File: src/rtl/rphr_pkg.sv
`timescale 1ns / 1ps
`default_nettype none
package rphr_pkg;
    localparam int HUE_FRAC = 6;
    localparam int UNIT_FRAC = 16;
    localparam int HUE_W = 15;
    localparam int UNIT_W = UNIT_FRAC + 1;
    localparam int DIV_STEPS = 17;
    localparam logic [HUE_W-1:0] HUE_SECTOR = HUE_W'(60 << HUE_FRAC);
    localparam logic [HUE_W-1:0] HUE_FULL = HUE_W'(360 << HUE_FRAC);

    typedef struct packed {
        logic [7:0] r;
        logic [7:0] g;
        logic [7:0] b;
    } pix_t;

    // One pipeline beat between cells.
    typedef struct packed {
        logic              vld;
        logic [7:0]        mx;
        logic [7:0]        delta;
        logic [1:0]        sel;
        logic              neg;
        logic [21:0]       rem;
        logic [HUE_W-1:0]  quo;
        logic [UNIT_W-1:0] v;
        logic [UNIT_W-1:0] s;
        logic [23:0]       srem;
        logic [HUE_W-1:0]  hoff;
    } beat_t;
endpackage
`default_nettype wire

File: src/rtl/rphr_div_cell.sv
`timescale 1ns / 1ps
`default_nettype none
module rphr_div_cell
(
    input  wire  clk,
    input  wire  rst_n,
    input  wire  en,
    input  wire  rphr_pkg::beat_t din,
    output rphr_pkg::beat_t dout
);
    import rphr_pkg::*;

    rphr_pkg::beat_t dout_reg;
    rphr_pkg::beat_t dout_next;
    logic [8:0] hdiff;
    logic [8:0] sdiff;

    // One restoring step of both dividers: hue divides by delta, saturation by max.
    always_comb
    begin
        dout_next = din;
        hdiff = din.rem[21:13] - {1'b0, din.delta};
        if (!hdiff[8])
        begin
            dout_next.rem = {hdiff[7:0], din.rem[12:0], 1'b0};
            dout_next.quo = {din.quo[HUE_W-2:0], 1'b1};
        end
        else
        begin
            dout_next.rem = {din.rem[20:0], 1'b0};
            dout_next.quo = {din.quo[HUE_W-2:0], 1'b0};
        end
        sdiff = din.srem[23:15] - {1'b0, din.mx};
        if (!sdiff[8])
        begin
            dout_next.srem = {sdiff[7:0], din.srem[14:0], 1'b0};
            dout_next.s = {din.s[UNIT_W-2:0], 1'b1};
        end
        else
        begin
            dout_next.srem = {din.srem[22:0], 1'b0};
            dout_next.s = {din.s[UNIT_W-2:0], 1'b0};
        end
    end

    always_ff @(posedge clk or negedge rst_n)
    begin
        if (!rst_n)
            dout_reg.vld <= 1'b0;
        else if (en)
            dout_reg <= dout_next;
    end

    assign dout = dout_reg;
endmodule
`default_nettype wire

File: src/rtl/rphr_front.sv
`timescale 1ns / 1ps
`default_nettype none
module rphr_front
(
    input  wire  clk,
    input  wire  rst_n,
    input  wire  en,
    input  wire  vld_in,
    input  wire  rphr_pkg::pix_t pix,
    input  wire  [rphr_pkg::HUE_W-1:0] hoff,
    output rphr_pkg::beat_t dout
);
    import rphr_pkg::*;

    rphr_pkg::beat_t dout_reg;
    rphr_pkg::beat_t dout_next;
    logic [7:0] mx;
    logic [7:0] mn;
    logic [7:0] a;
    logic [7:0] b;
    logic [7:0] mag;
    logic [13:0] num;
    logic [HUE_W-1:0] hmod;

    always_comb
    begin
        mx = pix.r;
        mn = pix.r;
        if (pix.g > mx) mx = pix.g;
        if (pix.b > mx) mx = pix.b;
        if (pix.g < mn) mn = pix.g;
        if (pix.b < mn) mn = pix.b;
        dout_next = '0;
        dout_next.vld = vld_in;
        dout_next.mx = mx;
        dout_next.delta = mx - mn;
        if (mx == pix.r)
        begin
            dout_next.sel = 2'd0;
            a = pix.g;
            b = pix.b;
        end
        else if (mx == pix.g)
        begin
            dout_next.sel = 2'd1;
            a = pix.b;
            b = pix.r;
        end
        else
        begin
            dout_next.sel = 2'd2;
            a = pix.r;
            b = pix.g;
        end
        dout_next.neg = (a < b);
        mag = dout_next.neg ? b - a : a - b;
        // The top bits of 60*mag*64 start as the partial remainder, the rest shift in.
        num = {6'd0, mag} * 14'd60;
        dout_next.rem = {5'd0, num, 3'd0};
        dout_next.srem = {1'b0, dout_next.delta, 15'd0};
        // v = ceil(max * 2^16 / 255) = max*257 plus one when max is nonzero.
        if (mx == 8'd0)
            dout_next.v = '0;
        else
            dout_next.v = {1'b0, mx, mx} + 17'd1;
        hmod = (hoff >= HUE_FULL) ? hoff - HUE_FULL : hoff;
        dout_next.hoff = hmod;
    end

    always_ff @(posedge clk or negedge rst_n)
    begin
        if (!rst_n)
            dout_reg.vld <= 1'b0;
        else if (en)
            dout_reg <= dout_next;
    end

    assign dout = dout_reg;
endmodule
`default_nettype wire

File: src/rtl/rphr_back.sv
`timescale 1ns / 1ps
`default_nettype none
module rphr_back
(
    input  wire  clk,
    input  wire  rst_n,
    input  wire  en,
    input  wire  rphr_pkg::beat_t din,
    output logic vld_out,
    output rphr_pkg::pix_t pix
);
    import rphr_pkg::*;

    logic [HUE_W:0] hs;
    logic [HUE_W-1:0] hq;
    logic [HUE_W-1:0] base;
    logic [HUE_W:0] hsum;
    logic [HUE_W-1:0] h;
    logic [33:0] vs;

    logic s1_vld_reg;
    logic s1_gray_reg;
    logic [HUE_W-1:0] s1_h_reg;
    logic [UNIT_W-1:0] s1_v_reg;
    logic [UNIT_W-1:0] s1_c_reg;

    logic [2:0] k;
    logic [HUE_W-1:0] f;
    logic [HUE_W-1:0] t;
    logic [HUE_W-1:0] edge_h;

    logic s2_vld_reg;
    logic s2_gray_reg;
    logic [2:0] s2_k_reg;
    logic [UNIT_W-1:0] s2_v_reg;
    logic [UNIT_W-1:0] s2_c_reg;
    logic [31:0] s2_ct_reg;

    logic [UNIT_W-1:0] x;
    logic [UNIT_W-1:0] m;
    logic [UNIT_W:0] cr;
    logic [UNIT_W:0] cg;
    logic [UNIT_W:0] cb;
    pix_t pix_next;
    pix_t pix_reg;
    logic vld_reg;

    function automatic logic [7:0] to_ch(input logic [UNIT_W:0] u);
        logic [UNIT_W+8:0] p;
        begin
            p = {u, 8'd0} - {8'd0, u};
            to_ch = (p[UNIT_W+8:UNIT_FRAC] > 10'd255) ? 8'd255 : p[UNIT_FRAC+7:UNIT_FRAC];
        end
    endfunction

    always_comb
    begin
        hq = din.quo;
        unique case (din.sel)
            2'd0: base = '0;
            2'd1: base = HUE_W'(120 << HUE_FRAC);
            default: base = HUE_W'(240 << HUE_FRAC);
        endcase
        if (din.delta == 8'd0)
            hs = '0;
        else if (din.neg)
            hs = {1'b0, base} + {1'b0, HUE_FULL} - {1'b0, hq};
        else
            hs = {1'b0, base} + {1'b0, hq};
        if (hs >= {1'b0, HUE_FULL}) hs = hs - {1'b0, HUE_FULL};
        hsum = hs + {1'b0, din.hoff};
        if (hsum >= {1'b0, HUE_FULL}) hsum = hsum - {1'b0, HUE_FULL};
        h = hsum[HUE_W-1:0];
        vs = {17'd0, din.v} * {17'd0, din.s};
    end

    always_ff @(posedge clk or negedge rst_n)
    begin
        if (!rst_n)
        begin
            s1_vld_reg <= 1'b0;
            s2_vld_reg <= 1'b0;
            vld_reg <= 1'b0;
        end
        else if (en)
        begin
            s1_vld_reg <= din.vld;
            s2_vld_reg <= s1_vld_reg;
            vld_reg <= s2_vld_reg;
        end
    end

    always_ff @(posedge clk)
    begin
        if (en)
        begin
            s1_gray_reg <= (din.s == '0);
            s1_h_reg <= h;
            s1_v_reg <= din.v;
            s1_c_reg <= UNIT_W'(vs >> UNIT_FRAC);
        end
    end

    always_comb
    begin
        k = 3'd5;
        edge_h = HUE_W'(5 * HUE_SECTOR);
        if (s1_h_reg < HUE_SECTOR)
        begin
            k = 3'd0;
            edge_h = '0;
        end
        else if (s1_h_reg < HUE_W'(2 * HUE_SECTOR))
        begin
            k = 3'd1;
            edge_h = HUE_SECTOR;
        end
        else if (s1_h_reg < HUE_W'(3 * HUE_SECTOR))
        begin
            k = 3'd2;
            edge_h = HUE_W'(2 * HUE_SECTOR);
        end
        else if (s1_h_reg < HUE_W'(4 * HUE_SECTOR))
        begin
            k = 3'd3;
            edge_h = HUE_W'(3 * HUE_SECTOR);
        end
        else if (s1_h_reg < HUE_W'(5 * HUE_SECTOR))
        begin
            k = 3'd4;
            edge_h = HUE_W'(4 * HUE_SECTOR);
        end
        f = s1_h_reg - edge_h;
        t = k[0] ? HUE_SECTOR - f : f;
    end

    always_ff @(posedge clk)
    begin
        if (en)
        begin
            s2_gray_reg <= s1_gray_reg;
            s2_k_reg <= k;
            s2_v_reg <= s1_v_reg;
            s2_c_reg <= s1_c_reg;
            s2_ct_reg <= {15'd0, s1_c_reg} * {20'd0, t[11:0]};
        end
    end

    // Divide by 3840 = 15 * 256: shift by 8, then divide a 24-bit value by 15.
    logic [23:0] q256;
    logic [47:0] qm;
    logic [UNIT_W-1:0] q15;
    always_comb
    begin
        q256 = s2_ct_reg[31:8];
        qm = {24'd0, q256} * 48'h888889;
        q15 = UNIT_W'(qm >> 27);
        x = q15;
        m = s2_v_reg - s2_c_reg;
        cr = '0;
        cg = '0;
        cb = '0;
        case (s2_k_reg)
            3'd0: begin cr = {1'b0, s2_c_reg}; cg = {1'b0, x}; end
            3'd1: begin cr = {1'b0, x}; cg = {1'b0, s2_c_reg}; end
            3'd2: begin cg = {1'b0, s2_c_reg}; cb = {1'b0, x}; end
            3'd3: begin cg = {1'b0, x}; cb = {1'b0, s2_c_reg}; end
            3'd4: begin cr = {1'b0, x}; cb = {1'b0, s2_c_reg}; end
            default: begin cr = {1'b0, s2_c_reg}; cb = {1'b0, x}; end
        endcase
        if (s2_gray_reg)
        begin
            pix_next.r = to_ch({1'b0, s2_v_reg});
            pix_next.g = pix_next.r;
            pix_next.b = pix_next.r;
        end
        else
        begin
            pix_next.r = to_ch(cr + {1'b0, m});
            pix_next.g = to_ch(cg + {1'b0, m});
            pix_next.b = to_ch(cb + {1'b0, m});
        end
    end

    always_ff @(posedge clk)
    begin
        if (en)
            pix_reg <= pix_next;
    end

    assign vld_out = vld_reg;
    assign pix = pix_reg;
endmodule
`default_nettype wire

File: src/rtl/rgb_pixel_hue_rotate.sv
// Hue rotation of an RGB pixel stream.
// Slave channel s_axis_*: one pixel per beat, tdata = red, green, blue from bit 0.
// Master channel m_axis_*: the rotated pixel, packed the same way.
// hue_offset_we/hue_offset_wdata load the rotation in 1/64 degree; it is
// reduced modulo 360 degrees and should only change while the stream is idle.
// The pipeline is a front cell (max, min, delta, value), a chain of seventeen
// restoring divider cells that retire one quotient bit each for hue and
// saturation, and three back stages (hue sum and chroma, sector product,
// divide and pack).
// Throughput is one pixel per cycle unless the receiver stalls the output.
// The whole chain advances together; when the receiver stalls with a valid
// output, the chain halts and s_axis_tready falls, so nothing is dropped.
// Reset clears all valid flags and sets the hue offset to zero.
`timescale 1ns / 1ps
`default_nettype none
module rgb_pixel_hue_rotate
(
    input  wire         clk,
    input  wire         rst_n,
    input  wire         hue_offset_we,
    input  wire  [14:0] hue_offset_wdata,
    input  wire         s_axis_tvalid,
    output logic        s_axis_tready,
    input  wire  [23:0] s_axis_tdata,  // red_in, green_in, blue_in
    output logic        m_axis_tvalid,
    input  wire         m_axis_tready,
    output logic [23:0] m_axis_tdata   // red_out, green_out, blue_out
);
    import rphr_pkg::*;

    logic [HUE_W-1:0] hoff_reg;
    logic en;
    pix_t pin;
    pix_t pout;
    beat_t chain [DIV_STEPS+1];

    always_ff @(posedge clk or negedge rst_n)
    begin
        if (!rst_n)
            hoff_reg <= '0;
        else if (hue_offset_we)
            hoff_reg <= hue_offset_wdata;
    end

    assign en = !m_axis_tvalid || m_axis_tready;
    assign s_axis_tready = en;
    assign pin.r = s_axis_tdata[7:0];
    assign pin.g = s_axis_tdata[15:8];
    assign pin.b = s_axis_tdata[23:16];

    rphr_front u_front
    (
        .clk(clk), .rst_n(rst_n), .en(en), .vld_in(s_axis_tvalid),
        .pix(pin), .hoff(hoff_reg), .dout(chain[0])
    );

    for (genvar i = 0; i < DIV_STEPS; i++)
    begin : g_cell
        rphr_div_cell u_cell
        (
            .clk(clk), .rst_n(rst_n), .en(en), .din(chain[i]), .dout(chain[i+1])
        );
    end

    rphr_back u_back
    (
        .clk(clk), .rst_n(rst_n), .en(en), .din(chain[DIV_STEPS]),
        .vld_out(m_axis_tvalid), .pix(pout)
    );

    assign m_axis_tdata = {pout.b, pout.g, pout.r};
endmodule
`default_nettype wire

File: config.mk
export PLATFORM = sky130hd
export DESIGN_NAME = rgb_pixel_hue_rotate
export DESIGN_NICKNAME = d
export VERILOG_FILES = /design/src/rtl/rphr_pkg.sv /design/src/rtl/rphr_div_cell.sv /design/src/rtl/rphr_front.sv /design/src/rtl/rphr_back.sv /design/src/rtl/rgb_pixel_hue_rotate.sv
export SDC_FILE = /design/constraint.sdc
export NUM_CORES = 2
export LEC_CHECK = 0
export BUFFER_PORTS_ARGS = -buffer_cell sky130_fd_sc_hd__buf_2
export CELL_PAD_IN_SITES_DETAIL_PLACEMENT = 1
export CELL_PAD_IN_SITES_GLOBAL_PLACEMENT = 1
export CORE_ASPECT_RATIO = 0.5
export CORE_UTILIZATION = 35
export DETAILED_ROUTE_END_ITERATION = 16
export PLACE_DENSITY = 0.54
export REMOVE_ABC_BUFFERS = 1
export SLEW_MARGIN = 20
export SYNTH_ARGS = -nofsm -noshare
export SYNTH_HDL_FRONTEND = slang
export SYNTH_SLANG_ARGS = --single-unit
export TNS_END_PERCENT = 10
File: constraint.sdc
create_clock -name clk -period 218.1 [get_ports clk]
set_input_delay 21.81 -clock clk [delete_from_list [all_inputs] [get_ports clk]]
set_output_delay 21.81 -clock clk [all_outputs]
set_load 0.01 [all_outputs]
# After elaboration in Yosys (flattened, before gate mapping)
# Cells that the tools add are included.
# word_totals
regBits	2227
output_inout_bits	26
mem_bits_rw	0
latch_bits	0
memories	0
mem_bits_ro	0
wordCells	379
inputBits	44
# classes
n_addsub	55
n_reduce_logical	16
n_bitwise	0
shifts	0
n_mux	69
n_eq_ne	7
magnitude_cmp	17
div	0
mul	4
# op_table
cell	count
2-to-1 mux 37 bit	15
2-to-1 mux 25 bit	17
subtractor 9 x 8 -> 9 bit	32
2-to-1 mux 8 bit	13
case mux 17 bit (2 select lines)	3
subtractor 26 x 18 -> 26 bit	3
2-to-1 mux 12 bit	5
adder 17 x 17 -> 18 bit	3
2-to-1 mux 16 bit	3
multiplier 21 x 24 -> 44 bit (second input constant)	1
> comparator 10 x 8 -> 1 bit (second input constant)	4
multiplier 17 x 17 -> 33 bit	1
2-to-1 mux 33 bit	1
greater-or-equal comparator 16 x 15 -> 1 bit (second input constant)	2
less-than comparator 15 x 14 -> 1 bit (second input constant)	2
2-to-1 mux 15 bit	2
subtractor 15 bit (second input constant)	2
multiplier 17 x 12 -> 29 bit	1
case mux 14 bit (2 select lines)	1
subtractor 25 x 17 -> 26 bit	1
less-than comparator 8 bit	3
2-to-1 mux 24 bit	1
subtractor 8 bit	3
adder 16 x 1 -> 17 bit (second input constant)	1
other kinds (33)	48

# Depth between registers and ports, before layout
# logic_depth
depth_word	11
mapped_depth	49
ltp_nobuf	45

# Cells and area by module
# From an unflattened synthesis, not the netlist that was laid out.
# hier_totals
cells_unflattened	8610
area_unflattened_um2	122483.7
# by_module_without_submodules
module	area_each_um2	seq_area_each_um2	n_inst	cells_each
rphr_div_cell	4948.5	3838.7	17	258
rphr_back	31462.7	4068.9	1	3534
rphr_front	6277.3	1916.8	1	657
rgb_pixel_hue_rotate	619.3	375.4	1	33

# Least setup slack after synthesis
# Ideal clock, no wire load.
# synth_path
path_type	input to register
startpoint	input port m_axis_tready
endpoint	register g_cell[0].u_cell.dout_reg, in the netlist g_cell[0].u_cell.dout[0] (enable)
arrival_ps	86747
setup_ps	3526
path_stages	4
n_path_buf	2
t_required_ps	214574
slack_ps	127826
cell_sequence	nor2b_1 clkbuf_1 clkbuf_1 nor2b_1
# synth_via
elab_chain_cells	2
# synth_lines
item	line	source
start, declared	rgb_pixel_hue_rotate.sv:26	input wire m_axis_tready,
logical OR 1 bit	rgb_pixel_hue_rotate.sv:45	assign en = !m_axis_tvalid || m_axis_tready;
AND reduction 2 bit (no line)	-	
end signal, assigned	rphr_div_cell.sv:51	dout_reg <= dout_next;
end, declared	rphr_div_cell.sv:13	rphr_pkg::beat_t dout_reg;
# No other way between the ends.
# A chain may end at the register's enable or synchronous reset.

# Final worst setup path
# layout_path
startpoint	input port m_axis_tready
endpoint	output port s_axis_tready
# layout_via
elab_chain_cells	1
# layout_lines
item	line	source
logical OR 1 bit	rgb_pixel_hue_rotate.sv:45	
end, declared	rgb_pixel_hue_rotate.sv:23	output logic s_axis_tready,
# No other way between the ends.

==> results by group <==
Critical path
  – Crit-path max cell delay: between 0.3 and 0.4 ns
  – Most used cell, CP: buf_2
  – Crit Path Class: input port to primary output
  – Critical-path cell list: buf_2 -> nor2b_2 -> buf_4 -> inv_6 -> buf_2
  – Worst EP arrival: 22.64 ns
  – R2r startpoint: u_back.s2_ct_reg[25]$_DFFE_PN_
  – Slowest stage cell, crit path: buf_4
  – Crit. End Element: primary output
  – CP startpoint: m_axis_tready
  – Worst-path maximum fanout: 23
  – CP required: just under 200 ns
  – Startpoint type of the worst setup path: input port

Drt
  – Routed Antenna Nets: 0
  – DRC Markers: 0
  – DR vias: 51147
  – Vias/cell: about 4.7
  – Iteration-0 DRC Markers: around 2100
  – Final WL: between 150000 and 200000 um
  – Drt first pass iters: 5
  – Wire per inst: 17.1 um

Floorplanning
  – Die span in y: roughly 370 um
  – Die W: between 700 and 800 um
  – IO Pins: 70
  – Rows: 133
  – Initial Util: 0.354
  – DIE AREA: 269000 um2
  – Core box area: ~260000 um2

Clock tree
  – Cts hold-fix bufs: 0
  – Post-CTS sizing: 0
  – Post-CTS Setup Bufs: 0
  – Worst-Skew Late Latency: between 0.8 and 0.9 ns
  – H-tree levels: 4
  – CTS Buf Count: 166
  – Root buf cell: clkbuf_16
  – Max clock buf depth: 4
  – CTS tree: done
  – Clock sink count: around 1700
  – Clk pin slew, worst setup/hold paths: about 0.06 ns

STA
  – Fin. max-slew vios: 0
  – Hold WS: between 0.3 and 0.4 ns
  – Final Hold Vio Count: 0
  – Setup TNS: 0 ns
  – Max-slew headroom: 0.267
  – Peak Freq: roughly 22 MHz
  – Clock skew: between 0.09 and 0.1 ns
  – Fin crit period: ~44 ns
  – Final period utilization: 0.204
  – Worst-Margin Slew: approximately 1.1 ns
  – Finish-stage setup viols: 0
  – RSZ-0062 raised after global routing: no

Logic synthesis
  – Register area share after synthesis: 0.530
  – Distinct cell type count of the synthesized netlist: roughly 110
  – YS warnings: 0
  – #FFs+latches synth: 1656
  – Post-synth EDFFs: approximately 1600
  – Cells after synthesis: just over 7000
  – Count leader, synth: edfxtp_1
  – Most common library cells after synthesis: edfxtp_1, inv_1, ha_1
  – Synth Area per Inst: roughly 13 um2
  – Mapped Area: 93400 um2
  – Predominant post-synthesis flop cell: edfxtp_1
  – Post-synth top area share: 0.521
  – Ys async rst share: 0.0217
  – Synth area leader: edfxtp_1
  – Largest cells by area after synthesis: edfxtp_1, fa_1, ha_1

Finish
  – ANT cells: 0
  – Area delta synth->final: 11.0%
  – Share of cells above drive strength 1: 0.0985
  – Max FFs per register: 1441
  – Final Core Density: 0.393
  – Final nets: 8506

Hold path
  – Hold Startpoint: g_cell[13].u_cell.dout[82]$_DFFE_PP_
  – Hold Crit Class: flop to flop

Placed design
  – Gp weighted congestion: slightly below 0.8
  – Dpl hpwl: between 100000 and 150000 um
  – Input/output buffers: just under 70

Global route
  – First-pass GRT wire length: roughly 300000 um
  – Tot GR Track Use: 0.138
  – Congestion Overflow GR: 0
  – Largest net degree at the start of global routing: between 80 and 90
  – Initial antenna violation count: 2
  – Vias in the first global route: 55435

Run
  – Maxcap violations: 0

Status
  – Outcome: finished, final reports clean
-- per-layer routing --
| metal | wire length [um] | up-vias | GRT usage |
|---|---|---|---|
| met3 | 5450 | 215 | 0.0201 |
| met5 | 0 | - | 0 |
| met1 | 88000 | 25559 | 0.185 |
| met2 | 89200 | 437 | 0.240 |
| met4 | 3200 | 0 | 0.0268 |
| li1 | - | 24936 | - |
-- worst max-delay path, delay by kind of cell --
kind | cells | cell delay [ns]
and+or+nand+nor | 1 | 0.09
buffers and inverters | 4 | 0.73
-- path summary, 6_finish.rpt --
check                                                          end  slack, ns  cells past startpoint
setup / recovery                                     s_axis_tready     173.65                      5
max in group asynchronous  g_cell[13].u_cell.dout[129]$_DFFE_PN0N_     196.61                      2
setup reg to reg                           u_back.pix[7]$_DFFE_PN_     206.99                     36
min in group asynchronous                  hoff_reg[0]$_DFFE_PN0P_      21.07                      2
hold reg to reg               g_cell[14].u_cell.dout[83]$_DFFE_PP_       0.36                      0
hold / removal                g_cell[14].u_cell.dout[83]$_DFFE_PP_       0.36                      0
-- cell type report --
class,instances,area [um2]
Clock buffer,191,4340
Clock inverter,98,1090
Fill cell,27341,160000
Inverter,981,3690
Multi-Input combinational cell,4281,39800
Sequential cell,1656,49500
Tap cell,3510,4390
Timing Repair Buffer,136,861
-- cells by family after synthesis --
| kind of cell | share of synthesized area |
|---|---|
| and+or+nand+nor | 0.0704 |
| other | 0.0000401 |
| adders and majority gates | 0.205 |
| xor gates and xnor gates | 0.0406 |
| DFF | 0.530 |
| AOI/OAI and AO/OA | 0.0743 |
| buffers and inverters | 0.0449 |
| muxes | 0.0350 |
-- layout by cell type, fill, tap and decap left out, types with 14 or more instances in the layout --
master and n:
clkbuf_16 170, nor2b_1 123, and3_1 24, fa_1 478, a21oi_1 242, and2_1 167
clkinv_2 28, o21ai_0 168, edfxtp_1 1620, o31ai_1 15, nand2b_1 97, bufinv_16 21
clkinv_1 22, buf_2 69, or3_1 14, nor4_1 23, nor2_1 192, buf_4 66
o21a_1 45, mux2i_1 44, nand3_1 44, nand2_1 464, inv_1 979, a211oi_1 26
nand4_1 23, xor2_1 197, a31oi_1 17, a21o_1 260, nor3_1 50, xnor2_1 224
clkbuf_1 20, a22o_1 42, dfrtp_1 36, o21bai_1 26, o211ai_1 25, ha_1 762
mux2_2 251
-- per-stage QoR --
stage | worst slack [ns] | cells | cell area, um2
global route | 173.56 | 10853 | 104000
detailed placement | 173.63 | 10563 | 98200
finish | 173.65 | 10853 | 104000
CTS | 173.62 | 10852 | 104000
global placement | 173.63 | 10563 | 98200
floorplan | 127.97 | 6918 | 92900
Power is not shown: default switching activity piles up to over one toggle a cycle in this logic, so the estimate is an artifact.
